### src/rtl/bbe_pkg.sv
// Shared types, constants and a helper function for the 3x3 edge-aware box blur.
`default_nettype none
package bbe_pkg;

	// Frame limits and the widths that follow from them.
	localparam int MAX_WIDTH  = 1024;
	localparam int MAX_HEIGHT = 4096;
	localparam int COL_W      = $clog2(MAX_WIDTH);
	localparam int ROW_W      = $clog2(MAX_HEIGHT);
	localparam int WID_W      = COL_W + 1;
	localparam int HGT_W      = ROW_W + 1;
	localparam int CFG_W      = 13;
	localparam int CFG_IDX_W  = 2;

	// Pixel and arithmetic widths.
	localparam int PIX_W   = 8;
	localparam int RGB_W   = 3 * PIX_W;
	localparam int SUM_W   = 12;
	localparam int CNT_W   = 4;
	localparam int RCP_SH  = 16;
	localparam int RCP_W   = RCP_SH + 1;
	localparam int PROD_W  = SUM_W + RCP_W;

	// Register indexes of the configuration port.
	localparam logic [CFG_IDX_W-1:0] CFG_FRAME_WIDTH  = 2'd0;
	localparam logic [CFG_IDX_W-1:0] CFG_FRAME_HEIGHT = 2'd1;

	// Input word: one RGB pixel.
	typedef struct packed {
		logic [PIX_W-1:0] in_red;
		logic [PIX_W-1:0] in_green;
		logic [PIX_W-1:0] in_blue;
	} in_word_t;

	// Output word: one blurred pixel with its position.
	typedef struct packed {
		logic [PIX_W-1:0] out_red;
		logic [PIX_W-1:0] out_green;
		logic [PIX_W-1:0] out_blue;
		logic [ROW_W-1:0] out_row;
		logic [COL_W-1:0] out_col;
		logic             run_last;
	} out_word_t;

	// Reciprocal ceil(2^16 / n); exact truncated division for sums below 4096.
	function automatic logic [RCP_W-1:0] recip(input logic [CNT_W-1:0] n);
		logic [RCP_W-1:0] r;
		case (n)
			4'd2:    r = 17'd32768;
			4'd3:    r = 17'd21846;
			4'd4:    r = 17'd16384;
			4'd5:    r = 17'd13108;
			4'd6:    r = 17'd10923;
			4'd7:    r = 17'd9363;
			4'd8:    r = 17'd8192;
			4'd9:    r = 17'd7282;
			default: r = 17'd65536;
		endcase
		return r;
	endfunction

endpackage
`default_nettype wire

### src/rtl/bbe_lane.sv
// One color lane: masked sum of the nine window samples, then division by reciprocal.
`default_nettype none
module bbe_lane (
	input  wire logic                       clk,
	input  wire logic                       sum_en,
	input  wire logic [bbe_pkg::PIX_W-1:0]  px [0:8],
	input  wire logic [8:0]                 mask,
	input  wire logic [bbe_pkg::RCP_W-1:0]  rcp,
	output logic      [bbe_pkg::PIX_W-1:0]  mean
);

	logic [bbe_pkg::SUM_W-1:0]  sum_d;
	logic [bbe_pkg::SUM_W-1:0]  sum_s1;
	logic [bbe_pkg::PROD_W-1:0] prod;

	// Sum of the samples that lie inside the image.
	always_comb begin
		sum_d = '0;
		for (int i = 0; i < 9; i++) begin
			if (mask[i]) begin
				sum_d = sum_d + {{(bbe_pkg::SUM_W-bbe_pkg::PIX_W){1'b0}}, px[i]};
			end
		end
	end

	always_ff @(posedge clk) begin
		if (sum_en) begin
			sum_s1 <= sum_d;
		end
	end

	// Multiply by the reciprocal and keep the integer part.
	assign prod = {{bbe_pkg::RCP_W{1'b0}}, sum_s1} * {{bbe_pkg::SUM_W{1'b0}}, rcp};
	assign mean = prod[bbe_pkg::RCP_SH +: bbe_pkg::PIX_W];

endmodule
`default_nettype wire

### config.mk
export PLATFORM = sky130hd
export DESIGN_NAME = bbe_lane
export DESIGN_NICKNAME = d
export VERILOG_FILES = /design/src/rtl/bbe_pkg.sv /design/src/rtl/bbe_lane.sv
export SDC_FILE = /design/constraint.sdc
export NUM_CORES = 1
export LEC_CHECK = 0
export ABC_AREA = 1
export BUFFER_PORTS_ARGS = -buffer_cell sky130_fd_sc_hd__buf_2
export CORE_MARGIN = 5
export CORE_UTILIZATION = 60
export CTS_BUF_LIST = sky130_fd_sc_hd__clkbuf_8
export DETAILED_ROUTE_END_ITERATION = 8
export GPL_TIMING_DRIVEN = 0
export PLACE_DENSITY = 0.88
export REMOVE_ABC_BUFFERS = 1
export SLEW_MARGIN = 20
export SYNTH_ARGS = -nofsm -noshare
export SYNTH_HDL_FRONTEND = slang
export SYNTH_SLANG_ARGS = --single-unit
### constraint.sdc
create_clock -name clk -period 12 [get_ports clk]
set_input_delay 3 -clock clk [delete_from_list [all_inputs] [get_ports clk]]
set_output_delay 3 -clock clk [all_outputs]
set_load 0.01 [all_outputs]
==> results of run 1 <==
[per-layer routing]
metal  up-vias  track usage  wire [µm]
met5         -            0         11
li1       4345            -          -
met3        70      0.02250       1552
met2       325       0.4653      11610
met1      4217       0.3152       9294
met4         2      0.07519        732
[synthesized netlist by cell type, types with 7 or more instances]
master	number
nand2_1	418
inv_1	313
fa_1	149
ha_1	106
a21oi_1	64
nand3_1	42
clkbuf_1	39
xor2_1	37
nor2_1	35
o21ai_0	35
xnor2_1	19
nand2_2	17
o21ai_1	15
edfxtp_1	12
nand4_1	11
a31oi_1	10
nand3_2	10
nand2_4	7
[layout make-up]
cell class / instances / area share
Inverter: 316 / 0.1135
Sequential cell: 12 / 0.03449
Tap cell: 216 / 0.02587
Clock buffer: 3 / 0.003952
Clock inverter: 1 / 0.0003592
Multi-Input combinational cell: 1022 / 0.7706
Timing Repair Buffer: 107 / 0.05125
[cells in the final DEF (no fill, tap or decap), types with 2 or more instances in the layout]
cell / instances
or2_2: 5
nor3_1: 5
clkbuf_8: 3
a21o_1: 5
nand3b_1: 3
nor2_2: 3
o21ai_0: 35
nor2_1: 35
nor2_4: 2
xor2_1: 37
nand3_1: 42
xnor2_1: 19
ha_1: 106
a31oi_1: 10
buf_2: 107
and2_1: 5
a21oi_2: 3
fa_1: 149
nand2_2: 17
inv_2: 3
nand4_1: 11
o21ai_1: 15
nand2_1: 418
o21ai_2: 4
nand2_4: 7
edfxtp_1: 12
a21oi_1: 64
inv_1: 313
nand3_2: 10
o211ai_1: 4
[path summary, 6_finish.rpt]
kind	start	to	cells after the start
worst max-delay path	mask[0]	sum_s1[11]$_DFFE_PP_	49
worst min-delay path	mask[8]	sum_s1[0]$_DFFE_PP_	3
[logic make-up after synthesis]
logic type               Yosys count
flip-flops                        12
AO/OA/AOI/OAI                    144
XOR/XNOR                          56
adder cells (fa/ha/maj)          255
AND/OR/NAND/NOR                  567
buffers and inverters            364
[worst max-delay path, delay by kind of cell]
family	cells	cell delay (ns)
AO/OA/AOI/OAI	13	2.55
AND/OR/NAND/NOR	14	1.33
buffers and inverters	7	0.60
XOR/XNOR	6	0.92
adder cells (fa/ha/maj)	9	2.79
[stage by stage]
step	instances	area (µm²)	hold slack (ns)	setup WS (ns)	util
6_report	1677	10450	3.114	0.8020	0.6554
5_1_grt	1677	10450	3.123	0.002847	0.6554
4_1_cts	1677	10450	3.100	0.8392	0.6554
3_5_place_dp	1673	10400	3.346	0.6179	0.6526
3_3_place_gp	1673	10400	3.347	0.8041	0.6526
2_1_floorplan	1350	9598	3.113	1.529	-
==> impl_metrics.json, run 1 <==
{
  "die_w_um": 137.9,
  "cts.repair.resized": 0,
  "drtIter0Drc": 516,
  "start_kind": "input pin",
  "multi_input_area_um2": 8051,
  "htreeDepth": 1,
  "synth-edff-count": 12,
  "largest_register_ffs": 12,
  "cp.required_ns": 12.00,
  "cts_hold_buf": 0,
  "crit_top_cell": "ha_1",
  "row_count": 46,
  "setup_tns_ns": 0,
  "cp_slowest_cell": "fa_1",
  "fin_crit_ns": 11.20,
  "grt_overflow_total": 0,
  "ys_top_cells_by_area": "fa_1, nand2_1, ha_1, inv_1, edfxtp_1",
  "drt_wl_total_um": 23200,
  "arrival_ns": 11.19,
  "clock-sinks": 12,
  "grt_max_degree": 18,
  "synth_top_family_by_area": "adder cells",
  "synth_mux_area_frac": 0,
  "yosysWarnings": 0,
  "rsz0062_at_grt": "no",
  "cts_buffer_depth": 2,
  "worst_slew_pin_slew_ns": 0.8684,
  "maxCapViolations": 0,
  "die_h_um": 137.9,
  "area_growth_pct": 6.396,
  "drv_slew": 0,
  "dp_hpwl_um": 19300,
  "clk_pin_slew_worst_paths_ns": 0.05,
  "synthFlopType": "edfxtp_1",
  "yosys.area_share.simple": 0.2495,
  "cts_tree": "built",
  "max_clock_freq_mhz": 89.30,
  "largest_register": "sum_s1",
  "relSlewSlack": 0.4211,
  "pin_count": 108,
  "top_regs": "sum_s1: 12 flops",
  "numPortBuffers": 107,
  "routedWlPerCell_um": 13.83,
  "crit_fanout": 8,
  "ant_nets": 0,
  "postCtsSetupRepairBufs": 0,
  "n_antenna_cell": 0,
  "synth_top_cell_area_share": 0.3037,
  "gr-usage-all-layers": 0.2530,
  "seq_area_um2": 360.3,
  "holdCritPathClass": "input pin to flip-flop",
  "nets": 1817,
  "clockRootBuffer": "clkbuf_8",
  "timing.final.crit_share": 0.9332,
  "start_util": 0.6160,
  "synth-compound-area-share": 0.08167,
  "vias": 8959,
  "slowest_delay_ns": 0.40,
  "dieArea_um2": 19030,
  "seq_area_frac_synth": 0.03669,
  "syn_area_per_cell_um2": 7.025,
  "place.gp.congestion": 0.9458,
  "fillCellCount": 1302,
  "yosys.area.top_type": "fa_1",
  "synth-adder-area-share": 0.4388,
  "antenna_found_initial": 1,
  "hold_viol": 0,
  "synthArstFlopShare": 0,
  "yosysUniqueCellTypes": 41,
  "synth_area_um2": 9821,
  "core_um2": 15940,
  "post-route-drc-count": 0,
  "grt_pass1_wl_um": 39590,
  "end_kind": "flip-flop",
  "yosys_register_bits": 12,
  "drt_first_pass_iters": 7,
  "crit_type": "input pin to flip-flop",
  "syn_inst": 1398,
  "finalSetupViolCount": 0,
  "synth_xor_area_frac": 0.04994,
  "grt_pass1_vias": 9033,
  "viasPerCell": 5.342,
  "drive_gt1_frac": 0.1143,
  "status": "finished clean",
  "numCtsBuffers": 3
}
Power of run 1 is not shown: default switching activity piles up to over one toggle a cycle in this logic, so the estimate is an artifact.
==> run 2, diff against run 1 <==
- ABC_CLOCK_PERIOD_IN_PS: not set -> 12000
- PLACE_DENSITY: 0.88 -> 0.81
==> run 2 against run 1 <==
Compared with the run above: count of clock-buffer cells in the layout is the same; flip-flop and latch count is the same; design area is the same; via count shrank 2.1%; setup slack gained 0.066 ns; routed wire length shrank 4.8%; critical endpoint unchanged; largest cell class unchanged.
==> impl_metrics.json, run 2 (synthesis results as in run 1) <==
{
  "crit_fanout": 8,
  "clockRootBuffer": "clkbuf_8",
  "postCtsSetupRepairBufs": 0,
  "cp.required_ns": 11.99,
  "core_um2": 15940,
  "timing.final.crit_share": 0.9276,
  "final_cell_mix": "nand2_1, inv_1, fa_1",
  "stdcell_area_um2": 10450,
  "end_kind": "flip-flop",
  "top_regs": "sum_s1: 12 flops",
  "die_w_um": 137.9,
  "worst_slew_pin_slew_ns": 0.8878,
  "start_util": 0.6160,
  "holdCritPathClass": "input pin to flip-flop",
  "drv_slew": 0,
  "largest_register_ffs": 12,
  "final_common_cell": "nand2_1",
  "wl_met3_um": 1381,
  "clock-sinks": 12,
  "finalSetupViolCount": 0,
  "met2_length_um": 11060,
  "cp_slowest_cell": "fa_1",
  "top_layer_used": "met4",
  "hold_end": "sum_s1[4]$_DFFE_PP_",
  "numPortBuffers": 107,
  "clk_pin_slew_worst_paths_ns": 0.05,
  "setup_tns_ns": 0,
  "grt_pass1_wl_um": 37980,
  "nets": 1817,
  "crit_type": "input pin to flip-flop",
  "drt_wl_total_um": 22090,
  "n_antenna_cell": 0,
  "dp.cells": 1673,
  "place_area_um2": 10400,
  "grt_pass1_vias": 8792,
  "antenna_found_initial": 0,
  "wl_met1_um": 9135,
  "max_clock_freq_mhz": 89.83,
  "largest_register": "sum_s1",
  "cts_buffer_depth": 2,
  "grt_overflow_total": 0,
  "drtIter0Drc": 478,
  "final_cells": 1677,
  "hp-start": "mask[8]",
  "dieArea_um2": 19030,
  "drive_gt1_frac": 0.1143,
  "pin_count": 108,
  "ant_nets": 0,
  "die_h_um": 137.9,
  "drt_first_pass_iters": 5,
  "arrival_ns": 11.12,
  "row_count": 46,
  "viasPerCell": 5.230,
  "htreeDepth": 1,
  "relSlewSlack": 0.4082,
  "area_growth_pct": 6.396,
  "hold_viol": 0,
  "start_kind": "input pin",
  "cts_tree": "built",
  "rsz0062_at_grt": "no",
  "gr-usage-all-layers": 0.2434,
  "routedWlPerCell_um": 13.17,
  "post-route-drc-count": 0,
  "cts_hold_buf": 0,
  "maxCapViolations": 0,
  "slowest_delay_ns": 0.41,
  "status": "finished clean",
  "grt_max_degree": 18,
  "dp_hpwl_um": 18470,
  "hold_depth": 3,
  "place.gp.congestion": 0.9018,
  "numCtsBuffers": 3,
  "fin_crit_ns": 11.13,
  "vias": 8771
}
-- run 2: cell counts in the layout (fill, tap and decap cells not counted) --
Identical to the previous run, type by type.
-- run 2: worst max path at each step --
stage	start	to	slack, ns	cells past startpoint
global route	mask[0]	sum_s1[11]$_DFFE_PP_	0.04	49
CTS	mask[0]	sum_s1[11]$_DFFE_PP_	0.84	49
finish	mask[0]	sum_s1[11]$_DFFE_PP_	0.87	49
floorplan	px[64]	sum_s1[11]$_DFFE_PP_	1.53	45
detailed placement	mask[0]	sum_s1[11]$_DFFE_PP_	0.62	49
global placement	mask[0]	sum_s1[11]$_DFFE_PP_	0.69	49
-- run 2: stage by stage --
step	setup slack, ns	utilization	hold WS, ns
2_1_floorplan	1.529	-	3.113
3_3_place_gp	0.6921	0.6526	3.347
3_5_place_dp	0.6163	0.6526	3.350
4_1_cts	0.8357	0.6554	3.106
5_1_grt	0.04178	0.6554	3.119
6_report	0.8684	0.6554	3.112
-- run 2: repair_timing --
action | CTS | global route
setup endpoints to repair | 0 | 1
resized for setup | 0 | 1
hold endpoints to repair | 0 | 0
-- run 2: per-layer routing --
metal,track usage,up-vias
met5,0,-
met4,0.05598,0
met3,0.01887,42
met2,0.4471,277
met1,0.3126,4112
li1,-,4340
-- run 2: cell type report --
type	instances	area [µm²]
inverter	316	1186
fill	1457	5494
multi-input combinational	1022	8051
timing repair buffer	107	535.5
clock inverter	1	3.754
clock buffer	3	41.29
tap	216	270.3
sequential	12	360.3
-- run 2: critical path, delay by kind of cell --
kind            cells  cell delay [ns]
fa+ha+maj           9             2.81
compound gates     11             2.09
simple gates       17             1.89
xor+xnor            6             0.91
buf+inv             6             0.45
Power of run 2 is left out for the same reason.
